<file path="config.mk">
export PLATFORM = sky130hd
export DESIGN_NAME = signed_unsigned_int_divider
export DESIGN_NICKNAME = d
export VERILOG_FILES = /design/src/sudiv_pkg.sv /design/src/sudiv_front.sv /design/src/sudiv_queue.sv /design/src/sudiv_back.sv /design/src/signed_unsigned_int_divider.sv
export SDC_FILE = /design/constraint.sdc
export NUM_CORES = 1
export LEC_CHECK = 0
export BUFFER_PORTS_ARGS = -buffer_cell sky130_fd_sc_hd__buf_2
export CORE_MARGIN = 2
export CORE_UTILIZATION = 44
export CTS_BUF_LIST = sky130_fd_sc_hd__clkbuf_8
export CTS_CLUSTER_DIAMETER = 60
export CTS_CLUSTER_SIZE = 12
export DETAILED_ROUTE_END_ITERATION = 8
export GPL_TIMING_DRIVEN = 0
export PLACE_DENSITY = 0.66
export REMOVE_ABC_BUFFERS = 1
export SYNTH_ARGS = -nofsm -noshare
export SYNTH_HDL_FRONTEND = slang
export SYNTH_SLANG_ARGS = --single-unit
</file>
<file path="constraint.sdc">
create_clock -name clk_i -period 7.7 [get_ports clk_i]
set_input_delay 1.155 -clock clk_i [delete_from_list [all_inputs] [get_ports clk_i]]
set_output_delay 1.155 -clock clk_i [all_outputs]
set_load 0.005 [all_outputs]
</file>
<file path="src/sudiv_pkg.sv">
// Shared types and constants for the signed/unsigned integer divider.
// Used by every module under src; depends on nothing.
`default_nettype none

package sudiv_pkg;

  localparam int unsigned DataWidth  = 32;
  localparam int unsigned CountWidth = 32;
  localparam int unsigned StepWidth  = $clog2(DataWidth);
  localparam int unsigned QueueDepth = 2;
  localparam int unsigned QueuePtrW  = $clog2(QueueDepth);

  // Operation select codes carried in the func field.
  localparam logic FuncSigned   = 1'b0;
  localparam logic FuncUnsigned = 1'b1;

  typedef struct packed {
    logic                 func;
    logic [DataWidth-1:0] dividend;
    logic [DataWidth-1:0] divisor;
  } div_req_t;

  typedef struct packed {
    logic [DataWidth-1:0]  quotient;
    logic                  div_by_zero;
    logic [CountWidth-1:0] unsigned_count;
    logic [CountWidth-1:0] signed_count;
  } div_rsp_t;

  // A classified job as handed from the front end to the back end.
  typedef struct packed {
    logic                 is_unsigned;
    logic                 by_zero;
    logic                 neg_result;
    logic [DataWidth-1:0] mag_a;
    logic [DataWidth-1:0] mag_b;
  } div_job_t;

endpackage

`default_nettype wire

</file>
<file path="src/sudiv_front.sv">
// Front end of the divider: takes request transactions and classifies them.
// Detects a zero divisor, works out the result sign and operand magnitudes.
// Depends on sudiv_pkg.
`default_nettype none

module sudiv_front (
  input  wire                  clk_i,
  input  wire                  rst_ni,
  input  wire                  req_valid_i,
  output logic                 req_ready_o,
  input  sudiv_pkg::div_req_t  req_i,
  output logic                 job_valid_o,
  input  wire                  job_ready_i,
  output sudiv_pkg::div_job_t  job_o
);

  logic                valid_q;
  sudiv_pkg::div_job_t job_q;
  sudiv_pkg::div_job_t job_d;
  logic                neg_a;
  logic                neg_b;

  always_comb begin
    neg_a = (req_i.func == sudiv_pkg::FuncSigned) && req_i.dividend[sudiv_pkg::DataWidth-1];
    neg_b = (req_i.func == sudiv_pkg::FuncSigned) && req_i.divisor[sudiv_pkg::DataWidth-1];
    job_d.is_unsigned = (req_i.func == sudiv_pkg::FuncUnsigned);
    job_d.by_zero     = (req_i.divisor == '0);
    job_d.neg_result  = neg_a ^ neg_b;
    job_d.mag_a       = neg_a ? (~req_i.dividend + 1'b1) : req_i.dividend;
    job_d.mag_b       = neg_b ? (~req_i.divisor + 1'b1) : req_i.divisor;
  end

  assign req_ready_o = !valid_q || job_ready_i;
  assign job_valid_o = valid_q;
  assign job_o       = job_q;

  always_ff @(posedge clk_i or negedge rst_ni) begin
    if (!rst_ni) begin
      valid_q <= 1'b0;
    end else if (req_ready_o) begin
      valid_q <= req_valid_i;
    end
  end

  always_ff @(posedge clk_i) begin
    if (req_ready_o && req_valid_i) begin
      job_q <= job_d;
    end
  end

endmodule

`default_nettype wire

</file>
<file path="src/sudiv_queue.sv">
// Short job queue between the divider front end and back end.
// Flip-flop storage, depth set by QueueDepth (a power of two); depends on sudiv_pkg.
`default_nettype none

module sudiv_queue (
  input  wire                  clk_i,
  input  wire                  rst_ni,
  input  wire                  wr_valid_i,
  output logic                 wr_ready_o,
  input  sudiv_pkg::div_job_t  wr_job_i,
  output logic                 rd_valid_o,
  input  wire                  rd_ready_i,
  output sudiv_pkg::div_job_t  rd_job_o
);

  sudiv_pkg::div_job_t             mem_q [sudiv_pkg::QueueDepth];
  logic [sudiv_pkg::QueuePtrW-1:0] wr_ptr_q;
  logic [sudiv_pkg::QueuePtrW-1:0] rd_ptr_q;
  logic [sudiv_pkg::QueuePtrW:0]   level_q;
  logic                            push;
  logic                            pop;

  assign wr_ready_o = (level_q != (sudiv_pkg::QueuePtrW+1)'(sudiv_pkg::QueueDepth));
  assign rd_valid_o = (level_q != '0);
  assign rd_job_o   = mem_q[rd_ptr_q];
  assign push       = wr_valid_i && wr_ready_o;
  assign pop        = rd_valid_o && rd_ready_i;

  always_ff @(posedge clk_i or negedge rst_ni) begin
    if (!rst_ni) begin
      wr_ptr_q <= '0;
      rd_ptr_q <= '0;
      level_q  <= '0;
    end else begin
      if (push) begin
        wr_ptr_q <= wr_ptr_q + 1'b1;
      end
      if (pop) begin
        rd_ptr_q <= rd_ptr_q + 1'b1;
      end
      if (push && !pop) begin
        level_q <= level_q + 1'b1;
      end else if (pop && !push) begin
        level_q <= level_q - 1'b1;
      end
    end
  end

  always_ff @(posedge clk_i) begin
    if (push) begin
      mem_q[wr_ptr_q] <= wr_job_i;
    end
  end

endmodule

`default_nettype wire

</file>
<file path="src/sudiv_back.sv">
// Back end of the divider: radix-2 restoring divide, sign fixup, usage counters
// and the result register. Depends on sudiv_pkg.
`default_nettype none

module sudiv_back (
  input  wire                  clk_i,
  input  wire                  rst_ni,
  input  wire                  job_valid_i,
  output logic                 job_ready_o,
  input  sudiv_pkg::div_job_t  job_i,
  output logic                 rsp_valid_o,
  input  wire                  rsp_ready_i,
  output sudiv_pkg::div_rsp_t  rsp_o
);

  typedef enum logic [1:0] {
    StIdle,
    StCalc,
    StDone
  } state_e;

  localparam int unsigned W = sudiv_pkg::DataWidth;

  state_e                             state_q;
  logic                               is_unsigned_q;
  logic                               by_zero_q;
  logic                               neg_result_q;
  logic [W-1:0]                       rem_q;
  logic [W-1:0]                       quo_q;
  logic [W-1:0]                       div_q;
  logic [sudiv_pkg::StepWidth-1:0]    step_q;
  logic [sudiv_pkg::CountWidth-1:0]   ucnt_q;
  logic [sudiv_pkg::CountWidth-1:0]   scnt_q;
  logic [sudiv_pkg::CountWidth-1:0]   ucnt_d;
  logic [sudiv_pkg::CountWidth-1:0]   scnt_d;
  logic                               rsp_valid_q;
  sudiv_pkg::div_rsp_t                rsp_q;
  logic [W:0]                         shifted;
  logic [W+1:0]                       trial;
  logic                               slot_free;

  // One restoring step: bring in the next dividend bit and try to subtract.
  always_comb begin
    shifted = {rem_q, quo_q[W-1]};
    trial   = {1'b0, shifted} - {2'b00, div_q};
  end

  always_comb begin
    ucnt_d = ucnt_q;
    scnt_d = scnt_q;
    if (!by_zero_q) begin
      if (is_unsigned_q) begin
        ucnt_d = ucnt_q + 1'b1;
      end else begin
        scnt_d = scnt_q + 1'b1;
      end
    end
  end

  assign slot_free   = !rsp_valid_q || rsp_ready_i;
  assign job_ready_o = (state_q == StIdle);
  assign rsp_valid_o = rsp_valid_q;
  assign rsp_o       = rsp_q;

  always_ff @(posedge clk_i or negedge rst_ni) begin
    if (!rst_ni) begin
      state_q     <= StIdle;
      rsp_valid_q <= 1'b0;
      ucnt_q      <= '0;
      scnt_q      <= '0;
    end else begin
      // In StDone a taken response is replaced by the next one below.
      if (rsp_valid_q && rsp_ready_i && (state_q != StDone)) begin
        rsp_valid_q <= 1'b0;
      end
      unique case (state_q)
        StIdle: begin
          if (job_valid_i) begin
            state_q <= job_i.by_zero ? StDone : StCalc;
          end
        end
        StCalc: begin
          if (step_q == '0) begin
            state_q <= StDone;
          end
        end
        StDone: begin
          if (slot_free) begin
            rsp_valid_q <= 1'b1;
            ucnt_q      <= ucnt_d;
            scnt_q      <= scnt_d;
            state_q     <= StIdle;
          end
        end
        default: begin
          state_q <= StIdle;
        end
      endcase
    end
  end

  // Datapath registers carry no reset.
  always_ff @(posedge clk_i) begin
    unique case (state_q)
      StIdle: begin
        if (job_valid_i) begin
          is_unsigned_q <= job_i.is_unsigned;
          by_zero_q     <= job_i.by_zero;
          neg_result_q  <= job_i.neg_result;
          rem_q         <= '0;
          quo_q         <= job_i.mag_a;
          div_q         <= job_i.mag_b;
          step_q        <= sudiv_pkg::StepWidth'(W - 1);
        end
      end
      StCalc: begin
        step_q <= step_q - 1'b1;
        if (trial[W+1]) begin
          rem_q <= shifted[W-1:0];
          quo_q <= {quo_q[W-2:0], 1'b0};
        end else begin
          rem_q <= trial[W-1:0];
          quo_q <= {quo_q[W-2:0], 1'b1};
        end
      end
      StDone: begin
        if (slot_free) begin
          if (by_zero_q) begin
            rsp_q.quotient <= '0;
          end else if (neg_result_q) begin
            rsp_q.quotient <= ~quo_q + 1'b1;
          end else begin
            rsp_q.quotient <= quo_q;
          end
          rsp_q.div_by_zero    <= by_zero_q;
          rsp_q.unsigned_count <= ucnt_d;
          rsp_q.signed_count   <= scnt_d;
        end
      end
      default: begin
      end
    endcase
  end

endmodule

`default_nettype wire

</file>
<file path="src/signed_unsigned_int_divider.sv">
// Signed/unsigned 32-bit integer divider with running usage counts.
//
// Request channel (in_valid_i/in_ready_o/in_data_i) carries func, dividend and
// divisor; response channel (out_valid_o/out_ready_i/out_data_o) returns the
// truncated quotient, a divide-by-zero flag and both usage counts, one response
// per request, in order. The most negative value divided by minus one returns
// the most negative value. A zero divisor gives quotient zero, sets the flag
// and leaves both counts unchanged.
//
// A front stage classifies each request into a registered job and passes it
// through a two-entry job queue to the back end. The back end loads the job,
// runs its shared restoring subtractor (one quotient bit per cycle) and does
// sign fixup into the response register; a zero divisor skips the subtractor.
// The back end takes a new job only once the previous divide has reached the
// response register.
// While a response waits for out_ready_i, the back end finishes its current
// divide and holds it; the front end and queue keep taking requests until full.
// Reset clears both counts, the queue and all valid flags.
// Depends on sudiv_pkg, sudiv_front, sudiv_queue and sudiv_back.
`default_nettype none

module signed_unsigned_int_divider (
  input  wire                  clk_i,
  input  wire                  rst_ni,
  input  wire                  in_valid_i,
  output logic                 in_ready_o,
  input  sudiv_pkg::div_req_t  in_data_i,
  output logic                 out_valid_o,
  input  wire                  out_ready_i,
  output sudiv_pkg::div_rsp_t  out_data_o
);

  logic                fr_valid;
  logic                fr_ready;
  sudiv_pkg::div_job_t fr_job;
  logic                bk_valid;
  logic                bk_ready;
  sudiv_pkg::div_job_t bk_job;

  sudiv_front u_front (
    .clk_i       (clk_i),
    .rst_ni      (rst_ni),
    .req_valid_i (in_valid_i),
    .req_ready_o (in_ready_o),
    .req_i       (in_data_i),
    .job_valid_o (fr_valid),
    .job_ready_i (fr_ready),
    .job_o       (fr_job)
  );

  sudiv_queue u_queue (
    .clk_i      (clk_i),
    .rst_ni     (rst_ni),
    .wr_valid_i (fr_valid),
    .wr_ready_o (fr_ready),
    .wr_job_i   (fr_job),
    .rd_valid_o (bk_valid),
    .rd_ready_i (bk_ready),
    .rd_job_o   (bk_job)
  );

  sudiv_back u_back (
    .clk_i       (clk_i),
    .rst_ni      (rst_ni),
    .job_valid_i (bk_valid),
    .job_ready_o (bk_ready),
    .job_i       (bk_job),
    .rsp_valid_o (out_valid_o),
    .rsp_ready_i (out_ready_i),
    .rsp_o       (out_data_o)
  );

`ifndef ASSERT_OFF
  // A divide by zero never reports a nonzero quotient.
  a_zero_quotient: assert property (@(posedge clk_i) disable iff (!rst_ni)
    (out_valid_o && out_data_o.div_by_zero) |-> (out_data_o.quotient == '0))
    else $error("divide by zero returned a nonzero quotient");

  // A classified job held by the front end is not lost while the queue is full.
  a_front_holds: assert property (@(posedge clk_i) disable iff (!rst_ni)
    (fr_valid && !fr_ready) |=> (fr_valid && $stable(fr_job)))
    else $error("front end dropped or changed a stalled job");

  // A new response moves at most one of the two counts.
  a_one_count: assert property (@(posedge clk_i) disable iff (!rst_ni)
    $rose(out_valid_o) |-> !(out_data_o.unsigned_count != $past(out_data_o.unsigned_count, 2)
      && out_data_o.signed_count != $past(out_data_o.signed_count, 2)
      && $past(out_valid_o, 2)))
    else $error("one response advanced both counts");
`endif

endmodule

`default_nettype wire
</file>
Word-level counts from Yosys, hierarchy flattened
Memories as Yosys holds them, arrays and structs flattened.
Index checks and enable logic that the tools add are counted.
{"block": "classes", "n_eq_ne": 7, "muxes": 27, "addsub": 11, "reduce_logical": 25, "bitwise": 5}
{"cell": "$mux W32", "count": 10}
{"cell": "$add A32 B1 Y32 const B", "count": 5}
{"cell": "$pmux W32 S2", "count": 2}
{"cell": "$not A32 Y32", "count": 3}
{"cell": "$sub A33 B32 Y34", "count": 1}
{"cell": "$logic_not A32 Y1", "count": 1}
{"cell": "$mux W2", "count": 6}
{"cell": "$pmux W5 S2", "count": 1}
{"cell": "$logic_and A1 B1 Y1", "count": 9}
{"cell": "$mux W1", "count": 6}
{"cell": "$ne A2 B1 Y1 const B", "count": 3}
{"cell": "$pmux W2 S3", "count": 1}
{"cell": "$reduce_and A2 Y1", "count": 3}
{"cell": "$reduce_bool A2 Y1", "count": 3}
{"cell": "$logic_not A5 Y1", "count": 1}
{"cell": "$mux W5", "count": 1}
{"cell": "$sub A5 B1 Y5 const B", "count": 1}
{"cell": "$logic_not A1 Y1", "count": 4}
{"cell": "$ne A2 B2 Y1 const B", "count": 2}
{"cell": "$reduce_and A3 Y1", "count": 1}
{"cell": "$add A1 B1 Y1 const B", "count": 2}
{"cell": "$add A2 B1 Y2 const B", "count": 1}
{"cell": "$eq A2 B1 Y1 const B", "count": 1}
{"cell": "$eq A2 B2 Y1 const B", "count": 1}
{"cell": "other kinds (5)", "count": 6}
{"block": "totals", "n_memories": 1, "regBits": 340, "ram_bits": 134}
{"memory": "u_queue.mem_q", "words": 2, "width": 67, "read_ports": 1, "rd_ports_with_merged_regs": 0, "wr": 1, "line": "sudiv_queue.sv:16", "source": "sudiv_pkg::div_job_t mem_q [sudiv_pkg::QueueDepth];"}

Depth between registers and ports, before layout
{"block": "logic_depth", "depth_word": 6, "ltp_mapped": 12, "ltp_nobuf": 11}

Modules after synthesis
Synthesis repeated with hierarchy kept, for this count alone.
{"block": "hier_totals", "hier_cells": 1747, "hier_area_um2": 22256.3}
{"mod": "sudiv_back", "area_per_inst_um2": 13750.7, "cells_each": 1250, "n_inst": 1}
{"mod": "sudiv_queue", "area_per_inst_um2": 5119.9, "cells_each": 227, "n_inst": 1}
{"mod": "sudiv_front", "area_per_inst_um2": 3385.7, "cells_each": 270, "n_inst": 1}

Worst setup path before layout
No wires, ideal clock.
{"block": "synth_path", "path_type": "in2reg", "start": "in out_ready_i", "end": "reg u_back.scnt_q[15] in the netlist's numbering", "cell_stages": 7, "setup_ns": 0.131, "t_arrival_ns": 4.921, "slack_ns": 2.649, "t_required_ns": 7.569, "cell_sequence": "nand2b_1 > nand2b_1 > clkbuf_1 > inv_2 > buf_1 > nand2_1 > xnor2_1"}
{"block": "synth_between", "elab_chain_cells": 2}
{"item": "start, declared", "line": "signed_unsigned_int_divider.sv:29", "source": "input wire out_ready_i,"}
{"item": "$logic_or A1 B1 Y1", "line": "sudiv_back.sv:60", "source": "assign slot_free = !rsp_valid_q || rsp_ready_i;"}
{"item": "$reduce_and A2 Y1 (no line)"}
{"item": "end signal, assigned", "line": "sudiv_back.sv:91", "source": "scnt_q <= scnt_d;"}
{"item": "end, declared", "line": "sudiv_back.sv:33", "source": "logic [sudiv_pkg::CountWidth-1:0] scnt_q;"}
Every way passes these cells.
A chain may end at the register's enable or synchronous reset.

Final worst setup path
{"block": "layout_path", "start": "reg u_back.rem_q[0]", "end": "reg u_back.rem_q[19] (data pin)"}
{"block": "layout_between", "elab_chain_cells": 3}
{"item": "start, declared", "line": "sudiv_back.sv:28", "source": "logic [W-1:0] rem_q;"}
{"item": "start signal, assigned", "line": "sudiv_back.sv:119", "source": "rem_q <= shifted[W-1:0];"}
{"item": "start signal, assigned", "line": "sudiv_back.sv:122", "source": "rem_q <= trial[W-1:0];"}
{"item": "$sub A33 B32 Y34", "line": "sudiv_back.sv:45", "source": "trial = {1'b0, shifted} - {2'b00, div_q};"}
{"item": "$mux W32", "line": "sudiv_back.sv:118", "source": "if (trial[W+1]) begin"}
{"item": "$pmux W32 S2", "line": "sudiv_back.sv:104", "source": "unique case (state_q)"}
Every way passes these cells.

==> results by group <==
Status
  • Status: finished, final reports clean

STA
  • Normalized max-slew margin: 14.0%
  • Final Setup Violations: 0
  • Hold_ws: 342 ps
  • Worst-Margin Slew: 1290 ps
  • Fmax: 265 MHz
  • Final Hold Fails: 0
  • TNS Setup: 0 ps
  • Max Transition Viols Final: 0
  • Final Cycle Share: 49.0%
  • Final Skew: 38.6 ps
  • RSZ-0062 raised after global routing: false
  • Crit path time final: 3770 ps

Clock tree
  • Clock buffer depth: 3
  • Inserted Clock Buffers: 48
  • Hold-fix buffers, CTS: 0
  • Worst-Skew Late Latency: 650 ps
  • H-Tree Depth: 2
  • Worst-path clk slew: 80 ps
  • Clk sinks: 474
  • CTS tree: built
  • PostCTS Resize Cnt: 0
  • Root Buffer: clkbuf_8
  • Setup bufs post-CTS: 0

Logic synthesis
  • Post-synth EDFFs: 402
  • Synth area leader: edfxtp_1
  • Flop and latch count out of synthesis: 474
  • Cell count after synthesis: 1680
  • Fraction of registers with async set/reset: 15.2%
  • Synth Flop Type: edfxtp_1
  • Cell variety after synth: 73
  • Synth top area share: 55.6%
  • Top-count cell post-synth: edfxtp_1
  • Syn_area_per_cell: 12.9 sq um
  • Post-synthesis sequential area ratio: 63.9%
  • Synth Cell Area: 21700 sq um
  • Commonest cells in the netlist: edfxtp_1, nand2_1, nor2_1
  • Top post-synthesis cells by area: edfxtp_1, dfrtp_1, xor2_1
  • Ys Warns: 0

Floorplan
  • FP Rows: 81
  • Die area: 51100 sq um
  • Starting Density: 44.4%
  • Boundary pin count: 168
  • Die width: 226 um
  • Die Ht: 226 um
  • Core ar.: 48800 sq um

Setup path
  • R2R Setup Slk: 3930 ps
  • Crit. End Element: flop
  • CP required: 8160 ps
  • Data arrival time of the critical path: 4230 ps
  • Crit Path Max Fanout: 23
  • Critical path class: reg2reg
  • Worst setup SP type: flop

Drt
  • Detailed-router iteration count before antenna repair: 4
  • Vias: 12800
  • Vias/cell: 5.02
  • Residual DRC count: 0
  • Antenna Violating Nets Remaining: 0
  • DR WL/cell: 15.5 um
  • WL final: 39.6 mm
  • Iter 0 DRT Violations: 868

Layout
  • Nets: 1960
  • Proportion of layout cells with a drive suffix above 1: 16.6%
  • Inserted Diodes: 0
  • Fill cells: 4297
  • Area grow syn2layout: 12.4%

Power
  • Logic pwr share: 36.0%
  • Maximum VDD drop: 0.179 mV
  • Sequential power share: 47.2%
  • Leakage: 9.21 nW
  • Sw Share: 35.4%
  • Net Switching: 3.20 mW
  • Internal power component: 5.83 mW
  • Clk network pwr share: 16.8%
  • Cell Pwr Density: 370 nW/um^2

Global route
  • Vias in the first global route: 12500
  • Remaining global-route overflow: 0
  • First-pass GRT wire length: 64.5 mm
  • Initial antenna violation count: 0
  • Largest net degree at the start of global routing: 87
  • GRT Total Usage: 15.6%

Worst hold path
  • HP Class: in2async

Run
  • Max-capacitance violation count: 0

Placed design
  • HPWL Detailed: 27.9 mm
  • GPL Wtd Cong: 0.873
  • Port Buf Inserts: 167
==> power groups by stage <==
stage	Sequential [mW]	Clock [mW]	Combinational (mW)
3_5_place_dp	4.32	0	3.25
4_1_cts	4.27	1.58	3.27
3_3_place_gp	4.42	0	3.02
2_1_floorplan	4.26	0	2.35
5_1_grt	4.35	1.68	3.64
6_report	4.26	1.52	3.25
==> stage by stage <==
step / worst slack (ps) / cell area [sq um] / utilization [%] / power [mW] / std cells
after detailed placement: 3690 / 23500 / 48.0 / 7.58 / 2465
after global routing: 3640 / 24400 / 49.9 / 9.66 / 2555
after floorplan: 3380 / 21500 / - / 6.61 / 1621
after CTS: 3890 / 24400 / 49.9 / 9.12 / 2555
final: 3930 / 24400 / 49.9 / 9.03 / 2555
after global placement: 1410 / 23100 / 47.4 / 7.45 / 2452
==> cell type report <==
type                            instances  area (sq um)  area share [%]
Tap cell                              664           831            3.41
Timing Repair Buffer                  180          1120            4.59
Clock inverter                         39           210           0.862
Inverter                               61           234           0.960
Sequential cell                       474         13900            56.9
Multi-Input combinational cell       1086          7410            30.4
Clock buffer                           51           702            2.88
==> path summary, 6_finish.rpt <==
kind / startpoint / to / cells past startpoint
min in group clk_i: u_front.job_o[40] / u_queue.mem_q[0][40] / 0
worst max register to register: u_back.rem_q[0] / u_back.rem_q[19] / 10
max in group asynchronous: rst_ni / u_back.scnt_q[31] / 2
worst max-delay path: u_back.rem_q[0] / u_back.rem_q[19] / 10
worst min-delay path: rst_ni / u_back.ucnt_q[19] / 1
worst min register to register: u_front.job_o[40] / u_queue.mem_q[0][40] / 0
==> cell families (layout without fill, tap and decap cells) <==
| family | after synthesis | in the layout | share of synthesized area, % |
|---|---|---|---|
| and+or+nand+nor | 488 | 488 | 11.0 |
| DFF | 474 | 474 | 63.9 |
| xor gates and xnor gates | 241 | 241 | 9.73 |
| AOI/OAI and AO/OA | 228 | 228 | 6.54 |
| buffers and inverters | 120 | 331 | 2.12 |
| muxes | 89 | 89 | 4.33 |
| adders and majority gates | 40 | 40 | 2.34 |
==> sequential cells by signal, indices dropped and copies added (netlist names) <==
name                  cells
u_back.by_zero_q          1
u_back.rsp_o             97
u_back.is_unsigned_q      1
u_queue.rd_ptr_q          1
u_front.job_o            67
u_back.div_q             32
u_back.neg_result_q       1
u_back.rsp_valid_o        1
u_queue.level_q           2
u_back.rem_q             32
u_back.ucnt_q            32
u_back.quo_q             32
u_queue.wr_ptr_q          1
u_front.job_valid_o       1
u_back.state_q            2
u_back.scnt_q            32
u_queue.mem_q           134
u_back.step_q             5
==> metal layers <==
layer / track usage (%) / up-vias / part of all wire (%)
li1: - / 6414 / -
met1: 22.0 / 6095 / 47
met2: 24.7 / 265 / 45
met3: 2.94 / 57 / 4.9
met4: 4.69 / 0 / 2.2
met5: 0 / - / 0
==> placed cells by master (no fill, tap or decap), types with 30 or more instances in the layout <==
master,count
ha_1,39
nor2_1,148
buf_2,166
nand2_1,152
inv_1,90
a21oi_1,55
nor3_1,33
mux2i_1,51
dfrtp_1,71
clkbuf_8,51
edfxtp_1,402
xor2_1,122
mux2_2,38
xnor2_1,119
nand3_1,30
o21ai_0,75
==> critical path, cell delays in order, from the launching register on <==
cell	delay, ps
edfxtp_1	430
ha_1	290
nor2b_1	180
o2111a_1	250
o21ai_0	200
a21boi_0	520
o21ai_1	300
o21ai_4	690
buf_16	250
nand2_1	200
o22ai_1	270
(Power assumes the default switching activity.)
